<file path="src/sv/spq_pkg.sv">
// ----------------------------------------------------------------------------
// Sorted priority queue package
// Shared types, codes and sizes for the sorted priority queue unit.
// ----------------------------------------------------------------------------
package spq_pkg;

    // Queue size and field widths.
    localparam int QUEUE_DEPTH = 16;
    localparam int ID_BITS     = 16;
    localparam int ENTRY_ID_W  = 16;
    localparam int PRIO_W      = 32;
    localparam int CNT_W       = $clog2(QUEUE_DEPTH + 1);

    // Request kinds.
    typedef enum logic [1:0] {
        K_INSERT  = 2'd0,
        K_EXTRACT = 2'd1,
        K_REMOVE  = 2'd2,
        K_CHANGE  = 2'd3
    } kind_t;

    // Result status codes.
    typedef enum logic [1:0] {
        ST_OK        = 2'd0,
        ST_EMPTY     = 2'd1,
        ST_NOT_FOUND = 2'd2,
        ST_FULL      = 2'd3
    } status_t;

    // One stored entry.
    typedef struct packed {
        logic [ID_BITS-1:0] id;
        logic [PRIO_W-1:0]  prio;
    } entry_t;

    // Request-wide control broadcast to every cell.
    typedef struct packed {
        logic   rm_en;      // an entry leaves the list
        logic   match_any;  // the first occupied entry is the one that leaves
        logic   ins_en;     // an entry is placed into the list
        logic   commit;     // the request changes the stored state
        entry_t new_entry;
    } ctrl_t;

    // Chain signals passed from a cell towards the tail.
    typedef struct packed {
        logic   le_adj;     // slot holds a lower-or-equal entry after removal
        logic   seen;       // the leaving entry lies at or before this slot
        entry_t entry;
        entry_t acc;        // the leaving entry, once passed
    } fwd_t;

    // Chain signals passed from a cell towards the head.
    typedef struct packed {
        logic   le;
        entry_t entry;
    } bwd_t;

    // One result transaction.
    typedef struct packed {
        status_t              status;
        logic [ENTRY_ID_W-1:0] id;
        logic [PRIO_W-1:0]    prio;
        logic [CNT_W-1:0]     occ;
    } rsp_t;

endpackage

</file>
<file path="src/sv/spq_cell.sv">
// ----------------------------------------------------------------------------
// Sorted priority queue cell
// Holds one slot of the list and picks its next entry from its neighbours.
// ----------------------------------------------------------------------------
module spq_cell (
    input  logic           clk,
    input  logic           occ,
    input  spq_pkg::ctrl_t ctrl,
    input  spq_pkg::fwd_t  fwd_in,
    input  spq_pkg::bwd_t  bwd_in,
    output spq_pkg::fwd_t  fwd_out,
    output spq_pkg::bwd_t  bwd_out
);
    import spq_pkg::*;

    entry_t entry_reg;
    entry_t entry_next;
    logic   match;
    logic   hit;
    logic   seen;
    logic   le;
    logic   le_adj;

    // Compare this slot with the request.
    always_comb
    begin
        match  = occ && ctrl.rm_en && (ctrl.match_any || entry_reg.id == ctrl.new_entry.id);
        hit    = match && !fwd_in.seen;
        seen   = fwd_in.seen || match;
        le     = occ && (entry_reg.prio <= ctrl.new_entry.prio);
        le_adj = ctrl.ins_en ? (seen ? bwd_in.le : le) : 1'b1;
    end

    // Pick the entry this slot holds after the request.
    always_comb
    begin
        if (le_adj)
        begin
            entry_next = seen ? bwd_in.entry : entry_reg;
        end
        else if (fwd_in.le_adj)
        begin
            entry_next = ctrl.new_entry;
        end
        else
        begin
            entry_next = fwd_in.seen ? entry_reg : fwd_in.entry;
        end
    end

    // Slot storage, updated only by requests that succeed.
    always_ff @(posedge clk)
    begin
        if (ctrl.commit)
        begin
            entry_reg <= entry_next;
        end
    end

    // Chain outputs.
    always_comb
    begin
        fwd_out.le_adj = le_adj;
        fwd_out.seen   = seen;
        fwd_out.entry  = entry_reg;
        fwd_out.acc    = fwd_in.acc | (hit ? entry_reg : '0);
        bwd_out.le     = le;
        bwd_out.entry  = entry_reg;
    end

endmodule

</file>
<file path="src/sv/spq_rsp_buf.sv">
// ----------------------------------------------------------------------------
// Sorted priority queue result buffer
// Two-deep buffer that decouples the result channel from the request side.
// ----------------------------------------------------------------------------
module spq_rsp_buf (
    input  logic          clk,
    input  logic          rst_n,
    input  logic          push,
    input  spq_pkg::rsp_t push_data,
    input  logic          pop,
    output logic          full,
    output logic          not_empty,
    output spq_pkg::rsp_t head
);
    import spq_pkg::*;

    rsp_t       slot_reg [2];
    logic       wr_ptr_reg;
    logic       wr_ptr_next;
    logic       rd_ptr_reg;
    logic       rd_ptr_next;
    logic [1:0] cnt_reg;
    logic [1:0] cnt_next;

    // Pointer and fill count update.
    always_comb
    begin
        wr_ptr_next = push ? ~wr_ptr_reg : wr_ptr_reg;
        rd_ptr_next = pop ? ~rd_ptr_reg : rd_ptr_reg;
        cnt_next    = cnt_reg + {1'b0, push} - {1'b0, pop};
    end

    always_ff @(posedge clk or negedge rst_n)
    begin
        if (!rst_n)
        begin
            wr_ptr_reg <= 1'b0;
            rd_ptr_reg <= 1'b0;
            cnt_reg    <= 2'd0;
        end
        else
        begin
            wr_ptr_reg <= wr_ptr_next;
            rd_ptr_reg <= rd_ptr_next;
            cnt_reg    <= cnt_next;
        end
    end

    // Result storage.
    always_ff @(posedge clk)
    begin
        if (push)
        begin
            slot_reg[wr_ptr_reg] <= push_data;
        end
    end

    assign full      = (cnt_reg == 2'd2);
    assign not_empty = (cnt_reg != 2'd0);
    assign head      = slot_reg[rd_ptr_reg];

endmodule

</file>
<file path="src/sv/sorted_priority_queue_unit.sv">
// ----------------------------------------------------------------------------
// Sorted priority queue unit
// Keeps up to QUEUE_DEPTH entries sorted by priority in a row of cells and
// serves insert, extract, remove and priority change requests.
// ----------------------------------------------------------------------------
//
//  Channel   Handshake              Payload
//  request   req_valid / req_stall  kind, entry_id, priority_req
//  result    rsp_valid / rsp_stall  status, out_id, out_priority, occupancy
//
// One request is taken per cycle while req_stall is low; its result is ready in the
// following cycle. Every cell compares and shifts in the same cycle, so the row
// of cells forms one combinational path. A two-deep result buffer lets requests continue
// while a result waits; req_stall rises only when both slots are taken.
// Reset clears the entry count and the buffer; slot contents are not reset.
//
module sorted_priority_queue_unit (
    input  logic                          clk,
    input  logic                          rst_n,
    input  logic                          req_valid,
    output logic                          req_stall,
    input  logic [1:0]                    kind,
    input  logic [spq_pkg::ENTRY_ID_W-1:0] entry_id,
    input  logic [spq_pkg::PRIO_W-1:0]    priority_req,
    output logic                          rsp_valid,
    input  logic                          rsp_stall,
    output logic [1:0]                    status,
    output logic [spq_pkg::ENTRY_ID_W-1:0] out_id,
    output logic [spq_pkg::PRIO_W-1:0]    out_priority,
    output logic [spq_pkg::CNT_W-1:0]     occupancy
);
    import spq_pkg::*;

    logic             count_full;
    logic             accept;
    logic [CNT_W-1:0] count_reg;
    logic [CNT_W-1:0] count_next;
    kind_t            req_kind;
    ctrl_t            ctrl;
    status_t          res_status;
    entry_t           res_entry;
    rsp_t             rsp_new;
    rsp_t             rsp_head;
    logic             found;
    entry_t           removed;
    fwd_t             fwd [QUEUE_DEPTH+1];
    bwd_t             bwd [QUEUE_DEPTH+1];

    assign accept     = req_valid && !req_stall;
    assign req_kind   = kind_t'(kind);
    assign count_full = (count_reg == CNT_W'(QUEUE_DEPTH));
    assign found      = fwd[QUEUE_DEPTH].seen;
    assign removed    = fwd[QUEUE_DEPTH].acc;

    // Request decode: status, control for the cells and the next count.
    always_comb
    begin
        ctrl.rm_en         = 1'b0;
        ctrl.match_any     = 1'b0;
        ctrl.ins_en        = 1'b0;
        ctrl.new_entry.id  = ID_BITS'(entry_id);
        ctrl.new_entry.prio = priority_req;
        res_status         = ST_OK;
        res_entry          = '0;
        count_next         = count_reg;
        unique case (req_kind)
            K_INSERT:
            begin
                ctrl.ins_en = 1'b1;
                if (count_full)
                begin
                    res_status = ST_FULL;
                end
                else
                begin
                    res_entry  = ctrl.new_entry;
                    count_next = count_reg + 1'b1;
                end
            end
            K_EXTRACT:
            begin
                ctrl.rm_en     = 1'b1;
                ctrl.match_any = 1'b1;
                if (count_reg == '0)
                begin
                    res_status = ST_EMPTY;
                end
                else
                begin
                    res_entry  = removed;
                    count_next = count_reg - 1'b1;
                end
            end
            K_REMOVE:
            begin
                ctrl.rm_en = 1'b1;
                if (count_reg == '0)
                begin
                    res_status = ST_EMPTY;
                end
                else if (!found)
                begin
                    res_status = ST_NOT_FOUND;
                end
                else
                begin
                    res_entry  = removed;
                    count_next = count_reg - 1'b1;
                end
            end
            K_CHANGE:
            begin
                ctrl.rm_en  = 1'b1;
                ctrl.ins_en = 1'b1;
                if (count_reg == '0)
                begin
                    res_status = ST_EMPTY;
                end
                else if (!found)
                begin
                    res_status = ST_NOT_FOUND;
                end
                else
                begin
                    res_entry = ctrl.new_entry;
                end
            end
            default:
            begin
                res_status = ST_OK;
            end
        endcase
        ctrl.commit = accept && (res_status == ST_OK);
    end

    // Entry count register.
    always_ff @(posedge clk or negedge rst_n)
    begin
        if (!rst_n)
        begin
            count_reg <= '0;
        end
        else if (accept)
        begin
            count_reg <= count_next;
        end
    end

    // Ends of the cell chain.
    assign fwd[0] = '{le_adj: 1'b1, seen: 1'b0, entry: '0, acc: '0};
    assign bwd[QUEUE_DEPTH] = '{le: 1'b0, entry: bwd[QUEUE_DEPTH-1].entry};

    // Row of cells, head at index zero.
    for (genvar g = 0; g < QUEUE_DEPTH; g++)
    begin : g_cell
        spq_cell u_cell (
            .clk     (clk),
            .occ     (CNT_W'(g) < count_reg),
            .ctrl    (ctrl),
            .fwd_in  (fwd[g]),
            .bwd_in  (bwd[g+1]),
            .fwd_out (fwd[g+1]),
            .bwd_out (bwd[g])
        );
    end

    // Result transaction.
    always_comb
    begin
        rsp_new.status = res_status;
        rsp_new.id     = ENTRY_ID_W'(res_entry.id);
        rsp_new.prio   = res_entry.prio;
        rsp_new.occ    = count_next;
    end

    spq_rsp_buf u_rsp_buf (
        .clk       (clk),
        .rst_n     (rst_n),
        .push      (accept),
        .push_data (rsp_new),
        .pop       (rsp_valid && !rsp_stall),
        .full      (req_stall),
        .not_empty (rsp_valid),
        .head      (rsp_head)
    );

    assign status       = rsp_head.status;
    assign out_id       = rsp_head.id;
    assign out_priority = rsp_head.prio;
    assign occupancy    = rsp_head.occ;

`ifndef ASSERT_OFF
    // The count never passes the depth.
    a_count_bound: assert property (@(posedge clk) disable iff (!rst_n)
        count_reg <= CNT_W'(QUEUE_DEPTH))
        else $error("entry count beyond queue depth");

    // The count moves by at most one per request.
    a_count_step: assert property (@(posedge clk) disable iff (!rst_n)
        (count_reg == $past(count_reg)) || (count_reg == $past(count_reg) + 1'b1)
        || ($past(count_reg) == count_reg + 1'b1))
        else $error("entry count jumped");

    // A failed request reports no entry.
    a_fail_zero: assert property (@(posedge clk) disable iff (!rst_n)
        rsp_valid && (status != ST_OK) |-> (out_id == '0) && (out_priority == '0))
        else $error("failed request reports an entry");

    // An empty status comes only from an empty queue.
    a_empty_occ: assert property (@(posedge clk) disable iff (!rst_n)
        rsp_valid && (status == ST_EMPTY) |-> (occupancy == '0))
        else $error("empty status with entries held");
`endif

endmodule

</file>
<file path="config.mk">
export PLATFORM = sky130hd
export DESIGN_NAME = sorted_priority_queue_unit
export DESIGN_NICKNAME = d
export VERILOG_FILES = /design/src/sv/spq_pkg.sv /design/src/sv/spq_cell.sv /design/src/sv/spq_rsp_buf.sv /design/src/sv/sorted_priority_queue_unit.sv
export SDC_FILE = /design/constraint.sdc
export NUM_CORES = 2
export LEC_CHECK = 0
export BUFFER_PORTS_ARGS = -buffer_cell sky130_fd_sc_hd__buf_2
export CAP_MARGIN = 20
export CORE_AREA = 3 3 332 662
export DETAILED_ROUTE_END_ITERATION = 8
export DIE_AREA = 0 0 335 665
export SYNTH_ARGS = -nofsm -noshare
export SYNTH_HDL_FRONTEND = slang
export SYNTH_SLANG_ARGS = --single-unit
</file>
<file path="constraint.sdc">
create_clock -name clk -period 174.2 [get_ports clk]
set_clock_uncertainty 0.15 [all_clocks]
set_input_delay 43.55 -clock clk [delete_from_list [all_inputs] [get_ports clk]]
set_output_delay 43.55 -clock clk [all_outputs]
set_load 0.05 [all_outputs]
</file>
==> run_results.csv <==
group,metric,value,unit
synth,synthTopCellsByCount,"edfxtp_1, nand2_1, mux2i_1, o21ai_0, nor2_1",
drt,via_per_inst,6.67,
outcome,violations,"design-rule violations",
synth,yosysMostFrequentCell,"edfxtp_1",
finish,final_net_count,7976,
cts,h-tree-depth,3,
drt,wl_per_cell,35.0,um
outcome,status,"finished, violations left",
global_route,antenna_found_initial,41,
power_and_ir_drop,peakVddDrop,0.0123,mV
place,place.gp.congestion,1.02,
finish,area_growth,8.53,%
critical_path,worstPathMaxFanout,72,
drt,drt-pass1-iter-count,9,
die,die-width,335,um
global_route,grt_util_all_layers,0.313,
global_route,grt_pass1_vias,68655,
synth,yosys_warnings,0,
hold_path,hold_class,"reg -> reg",
global_route,gr-total-overflow,0,
cts,cts-resized-gates,0,
flow_run,maxCapViolations,0,
place,port_buffers,110,
synth,syn_area,73000,um^2
cts,cts_tree,"built",
synth,syn_area_per_cell,9.50,um^2
synth,synth_area_leader_cell,"edfxtp_1",
cts,cts_hold_buf,0,
drt,ant_nets,0,
timing,worst_slew_pin_slew,1400,ps
critical_path,path_class,"in -> reg",
cts,cts_sinks,887,
timing,final.period_utilization,0.289,
cts,cts_buffer_depth,3,
drt,via_count,68764,
critical_path,startpoint_type,"input port",
power_and_ir_drop,p_per_area,20.0,nW/um^2
global_route,grt_max_degree,145,
finish,largest_reg_flops,768,
synth,ys_top_cells_by_area,"edfxtp_1, ha_1, mux2i_1, nand2_1, o21ai_0",
timing,fin_ws,123870,ps
cts,cts_setup_buffers,0,
synth,syn_nets,8262,
timing,fmaxAchievable,19.9,MHz
drt,drt_iter0_markers,8445,
critical_path,cp-end-kind,"flip-flop",
cts,root_buffer,"clkbuf_16",
critical_path,critPathArrivalTime,50560,ps
timing,hold_viol,0,
place,dp_hpwl,246,mm
cts,cts.clk_slew.worst_paths,70,ps
timing,relSlewSlack,0.0573,
critical_path,required,174430,ps
synth,async_reset_ff_frac,0.0101,
drt,wl,361,mm
synth,synth-main-ff-cell,"edfxtp_1",
finish,drive_gt1_frac,0.112,
timing,drv_slew,0,
synth,synth-seq-cells,887,
drt,drcViolationCount,10,
place,post-place-ws,123300,ps
timing,finalCriticalPeriod,50330,ps
finish,multi_input_area,43400,um^2
die,coreArea,215000,um^2
timing,fin_setup_tns,0,ps
finish,register_area,26600,um^2
global_route,grt_pass1_wl,505,mm
cts,cts_buffers,87,
synth,synth_edf_count,878,
die,num_io_pins,111,
timing,rsz0062_at_grt,"no",
die,die_area,223000,um^2
synth,synth_top_area_frac,0.361,
synth,seq_area_frac_synth,0.364,
timing,setup_violations,0,
die,start_util,0.339,
die,die-height,665,um
finish,fill_cells,21686,
power_and_ir_drop,leakage,30.8,nW
synth,netlist_instances,7686,
cts,clk_latency,770,ps
synth,synthDistinctLibCells,83,
die,rows,241,
[path summary, 6_finish.rpt]
path,from,endpoint,slack [ps],depth (start not counted)
worst max register to register,count_reg[0]$_DFFE_PN0P_,g_cell[0].u_cell.bwd_out[37]$_DFFE_PP_,165780,15
worst max-delay path,entry_id[3],g_cell[0].u_cell.bwd_out[37]$_DFFE_PP_,123870,16
worst min register to register,u_rsp_buf.cnt_reg[1]$_DFF_PN0_,u_rsp_buf.cnt_reg[1]$_DFF_PN0_,360,1
max in group asynchronous,rst_n,u_rsp_buf.rd_ptr_reg$_DFFE_PN0P_,131170,1
worst min-delay path,u_rsp_buf.cnt_reg[1]$_DFF_PN0_,u_rsp_buf.cnt_reg[1]$_DFF_PN0_,360,1
min in group asynchronous,rst_n,u_rsp_buf.cnt_reg[1]$_DFF_PN0_,42500,1
[through the flow]
| stage | hold WS [ps] | instances | util | power (mW) | cell area (um^2) |
|---|---|---|---|---|---|
| floorplan | 301 | 7686 | - | 1.10 | 73000 |
| global placement | 324 | 10095 | 0.353 | 1.31 | 76000 |
| detailed placement | 344 | 10099 | 0.353 | 1.33 | 76100 |
| CTS | 360 | 10259 | 0.367 | 1.54 | 79000 |
| global route | 385 | 10294 | 0.368 | 1.65 | 79200 |
| finish | 357 | 10309 | 0.368 | 1.58 | 79200 |
[report_power, final]
part           internal [mW]  total [mW]  switching [mW]
Sequential             0.390       0.554           0.164
Combinational          0.285       0.816           0.531
Clock                  0.113       0.212          0.0992
Total                  0.788        1.58           0.794
[routing by layer]
layer,part of all wire,GRT usage,vias up,wire length [um]
met2,0.49,0.545,4118,177000
li1,-,-,29276,-
met3,0.069,0.0537,1654,24700
met4,0.13,0.327,18,47100
met1,0.31,0.301,33698,112000
met5,0.00031,0,-,113
[cells in the final DEF (no fill, tap or decap), types with 244 or more instances in the layout]
master and instances:
o21ai_0 583, nand2_1 799, mux2_2 250, nor2_1 529, mux2i_1 639, o221ai_1 244, ha_1 521, edfxtp_1 878
a21oi_1 372, o22ai_1 248
[final cells by class]
type / instances / area share
well taps: 2794 / 0.0441
multi-input cells: 5985 / 0.548
clock inverters: 53 / 0.00712
inverters: 105 / 0.00498
repair buffers: 334 / 0.0293
flip-flops and latches: 887 / 0.336
clock buffers: 107 / 0.0298
diodes: 44 / 0.00139
[worst max-delay path: stages]
cell,delay [ps]
buf_2,420
buf_4,510
xor2_1,140
nor4_1,300
a41o_1,590
a222oi_1,270
nand3_2,130
buf_4,440
nor3_2,170
buf_4,230
o211ai_1,110
nor3b_2,240
buf_4,650
buf_4,810
buf_4,770
buf_4,910
[logic make-up after synthesis]
group / count (synthesis) / share of synthesized area
adders and majority gates: 522 / 0.0895
buffers and inverters: 814 / 0.0473
AOI/OAI and AO/OA: 2332 / 0.219
xor gates and xnor gates: 260 / 0.0312
DFF: 887 / 0.364
and+or+nand+nor: 1982 / 0.123
muxes: 889 / 0.126
(Power assumes the default switching activity.)
